## src/rtl/asrl_pkg.sv

```systemverilog
// Shared widths, result codes and controller/datapath interface types.
package asrl_pkg;

    localparam int ADDR_W    = 64;
    localparam int NAME_W    = 24;
    localparam int ENTRY_W   = ADDR_W + NAME_W;
    localparam int S_TDATA_W = 88;
    localparam int M_TDATA_W = 152;

    // Result codes carried on m_tuser
    typedef enum logic [1:0] {
        ST_INSERTED = 2'd0,
        ST_FULL     = 2'd1,
        ST_HIT      = 2'd2,
        ST_MISS     = 2'd3
    } status_t;

    // Read address source for the entry RAM
    typedef enum logic [1:0] {
        RD_MID,
        RD_FLOOR,
        RD_SHIFT
    } rd_sel_t;

    // Commands from controller to datapath
    typedef struct packed {
        logic    load_item;
        rd_sel_t rd_sel;
        logic    search_upd;
        logic    shift_en;
        logic    ins_commit;
        logic    lookup_res;
        logic    stage_code;
        status_t code;
        logic    out_load;
    } asrl_cmd_t;

    // Status from datapath to controller
    typedef struct packed {
        logic is_lookup;
        logic full;
        logic below_base;
        logic search_done;
        logic lo_zero;
        logic shift_last;
        logic out_free;
    } asrl_stat_t;

endpackage

```

## src/rtl/asrl_ctrl.sv

```systemverilog
// Controller: sequences check, binary search, insert shift and result hand-off.
module asrl_ctrl
    import asrl_pkg::*;
(
    input  logic       aclk,
    input  logic       aresetn,
    input  logic       s_tvalid,
    output logic       s_tready,
    input  asrl_stat_t stat,
    output asrl_cmd_t  cmd
);

    typedef enum logic [2:0] {
        S_IDLE,
        S_CHECK,
        S_SEARCH_RD,
        S_SEARCH_CMP,
        S_FLOOR_WAIT,
        S_SHIFT,
        S_OUT
    } state_t;

    state_t state_reg;
    state_t state_next;

    // Next state and commands
    always_comb begin
        state_next = state_reg;
        cmd        = '0;
        cmd.rd_sel = RD_MID;
        cmd.code   = ST_INSERTED;
        unique case (state_reg)
            S_IDLE: begin
                if (s_tvalid) begin
                    cmd.load_item = 1'b1;
                    state_next    = S_CHECK;
                end
            end
            S_CHECK: begin
                priority if (!stat.is_lookup && stat.full) begin
                    cmd.stage_code = 1'b1;
                    cmd.code       = ST_FULL;
                    state_next     = S_OUT;
                end else if (stat.is_lookup && stat.below_base) begin
                    cmd.stage_code = 1'b1;
                    cmd.code       = ST_MISS;
                    state_next     = S_OUT;
                end else begin
                    state_next = S_SEARCH_RD;
                end
            end
            S_SEARCH_RD: begin
                priority if (!stat.search_done) begin
                    cmd.rd_sel = RD_MID;
                    state_next = S_SEARCH_CMP;
                end else if (!stat.is_lookup) begin
                    state_next = S_SHIFT;
                end else if (stat.lo_zero) begin
                    cmd.stage_code = 1'b1;
                    cmd.code       = ST_MISS;
                    state_next     = S_OUT;
                end else begin
                    cmd.rd_sel = RD_FLOOR;
                    state_next = S_FLOOR_WAIT;
                end
            end
            S_SEARCH_CMP: begin
                cmd.search_upd = 1'b1;
                state_next     = S_SEARCH_RD;
            end
            S_FLOOR_WAIT: begin
                cmd.lookup_res = 1'b1;
                state_next     = S_OUT;
            end
            S_SHIFT: begin
                cmd.rd_sel = RD_SHIFT;
                if (stat.shift_last) begin
                    cmd.ins_commit = 1'b1;
                    cmd.stage_code = 1'b1;
                    cmd.code       = ST_INSERTED;
                    state_next     = S_OUT;
                end else begin
                    cmd.shift_en = 1'b1;
                end
            end
            S_OUT: begin
                if (stat.out_free) begin
                    cmd.out_load = 1'b1;
                    state_next   = S_IDLE;
                end
            end
            default: state_next = S_IDLE;
        endcase
    end

    // State register
    always_ff @(posedge aclk) begin
        if (!aresetn) begin
            state_reg <= S_IDLE;
        end else begin
            state_reg <= state_next;
        end
    end

    assign s_tready = (state_reg == S_IDLE);

endmodule

```

## config.mk

```make
export PLATFORM = sky130hd
export DESIGN_NAME = asrl_ctrl
export DESIGN_NICKNAME = d
export VERILOG_FILES = /design/src/rtl/asrl_pkg.sv /design/src/rtl/asrl_ctrl.sv
export SDC_FILE = /design/constraint.sdc
export NUM_CORES = 1
export LEC_CHECK = 0
export ABC_AREA = 1
export BUFFER_PORTS_ARGS = -buffer_cell sky130_fd_sc_hd__buf_2
export CORE_AREA = 2 2 39 41
export DETAILED_ROUTE_END_ITERATION = 8
export DIE_AREA = 0 0 41 43
export PLACE_DENSITY = 0.51
export SYNTH_ARGS = -nofsm -noshare
export SYNTH_HDL_FRONTEND = slang
export SYNTH_SLANG_ARGS = --single-unit
```

## constraint.sdc

```tcl
create_clock -name aclk -period 3.6 [get_ports aclk]
set_clock_uncertainty 0.2 [all_clocks]
set_input_delay 0.72 -clock aclk [delete_from_list [all_inputs] [get_ports aclk]]
set_output_delay 0.72 -clock aclk [all_outputs]
set_load 0.05 [all_outputs]
```

==> flow_summary.ini <==
[synthesis]
yosys.area_share.xor_xnor_pct = 0
synthCells = 62
ys_seq_elements = 3
synth_top_family_by_area = simple AND/OR/NAND/NOR gates
syn_area_per_cell_um2 = 5.67
synth-compound-area-share_pct = 4.27
syn_nets = 72
yosysWarnings = 0
seq_area_frac_synth_pct = 17.1
synth_mux_area_share_pct = 0
syn_area_um2 = 352
synthAdderAreaFrac_pct = 0
ys_types = 17
synth-simple-area-share_pct = 61.6

[clock_tree]
cts-resized-gates = 0
cts_tree = done
htree_num_levels = 1
clkTransAtPathRegs_ns = 0.04
post_cts_buffers = 0
cts-root-buf = clkbuf_4
clock_path_buffers = 2
holdBufCountCts = 0
clock_latency_ns = 0.24
clock_sinks = 3
cts_inserted_buffers = 3

[worst_setup_path]
critPathLaunch = stat[6]
r2r_slack_ns = 2.18
cpMaxStageDelayCell = or2_1
path_cells = buf_2, nand2_1, or2_1, nand2_2, or2_1, buf_2
path_class = in2out
cp-end-kind = primary output
r2r_start = state_reg[2]
worst-path-buf-inv = 2
critPathRequiredTime_ns = 2.68
cp_top_family = simple AND/OR/NAND/NOR gates
start_kind = input pin
crit_path_max_fanout = 5
arrival_ns = 1.57
critical-path-max-stage-delay_ns = 0.25

[die]
io_pins = 22
die_h_um = 43
start_util_pct = 25.4
die_area_um2 = 1760
fp.coreArea_um2 = 1380
die_w_um = 41
num_rows = 14

[pwr]
vdd_drop_max_v = 0.000315
p_per_area_nw_per_um2 = 926
leakagePower_nw = 0.334

[cells_and_area]
final_net_count = 97
seq_area_um2 = 60.1
fillers = 156
diodes = 0
final_area_um2 = 492
fin_cells = 102
finish.utilization_pct = 35.5
syn_to_final_growth_pct = 39.9
largest_register_ffs = 3
drive_above_1_share_pct = 39.5
multi_input_area_um2 = 231

[worst_hold_path]
hold_path.class = reg2reg
min_from = state_reg[2]

[timing]
final-hold-violation-count = 0
fin_tns_setup_ns = 0
relSlewSlack_pct = 75.1
rsz0062_at_grt = false
period_needed_ns = 2.49
finalMaxSlewViolations = 0
setup_viol = 0
post-route-period-util_pct = 69.0
tightestPinTransition_ns = 0.373
max_freq_mhz = 402
hold_ws_ns = 0.451

[place]
placed_area_um2 = 465
gp_congestion = 0.808
port_buffers = 21
dpl.cell_count = 98
hpwl_um = 719

[global_route]
grt_pass1_wl_um = 1530
track_usage_pct = 12.7
grt_max_degree = 9
grt_remaining_overflow = 0
antenna_found_initial = 0
first_global_vias = 397

[job]
drv_cap = 0

[route]
dr.pass1.iters = 5
drc = 0
ant_nets = 0
dr.first_iter.drc_count = 2
via_per_inst = 4.26
vias = 435
wl_um = 922
post_drt_wl_per_cell_um = 9.04

[outcome]
outcome = finished clean
report_power, final:
| part | switching, mW | total [mW] | internal, mW |
|---|---|---|---|
| Combinational | 0.229 | 0.310 | 0.0818 |
| Sequential | 0.0368 | 0.0848 | 0.0480 |
| Clock | 0.0186 | 0.0602 | 0.0416 |
cell families (layout without fill, tap and decap cells):
family,Yosys count,after routing
AO/OA/AOI/OAI,3,3
AND/OR/NAND/NOR,42,42
flip-flops,3,3
buffers and inverters,14,38
layout make-up:
cell class	instances	area share (%)
multi-input combinational	45	47.1
timing repair buffer	21	21.4
sequential	3	12.2
inverter	13	9.92
clock buffer	4	5.34
tap	16	4.07
layout by cell type (no fill, tap or decap), drive strengths merged:
cell type / n
dfxtp: 3
nor3: 5
o21ai: 1
buf: 21
clkbuf: 4
inv: 13
a21oi: 2
nand3: 6
or2: 2
nand2: 15
nor2: 13
nand4: 1
through the flow:
step                      total power, mW  worst slack, ns
after global placement              0.397             1.11
after global routing                0.493             1.04
after CTS                           0.459             1.10
final                               0.455             1.11
after detailed placement            0.397             1.11
after floorplan                     0.339            0.723
layer usage:
layer  vias up  track usage [%]  share of wire (%)
li1        237                -                  -
met1       181             17.3                 49
met2        15             18.1                 44
met3         2             1.57                5.6
met4         0             8.00               0.98
met5         -                0                  0
synth_stat cells:
cell type  instances  share of area [%]
dfxtp_1            3                 17
nor3_2             1                2.8
inv_2              3                3.2
inv_1             10                 11
nand2_1           13                 14
nand2_4            1                3.2
buf_6              1                3.2
nor2_4             1                3.2
nor2_1            12                 13
nand4_1            1                1.8
nor3_1             4                5.7
a21oi_1            2                2.8
or2_1              2                3.6
nand2_2            1                1.8
o21ai_1            1                1.4
nand3_2            3                8.5
nand3_1            3                4.3
worst min-delay path, stage by stage, from the launching register on:
cell and delay (ns):
dfxtp_1 0.41, nor2_1 0.14, nor2_1 0.05
final timing paths:
path                   to  cells after the start
min          state_reg[2]                      2
max                cmd[3]                      6
max reg2reg  state_reg[1]                      5
min reg2reg  state_reg[2]                      2
No activity file was read; power rests on OpenSTA's default activity.
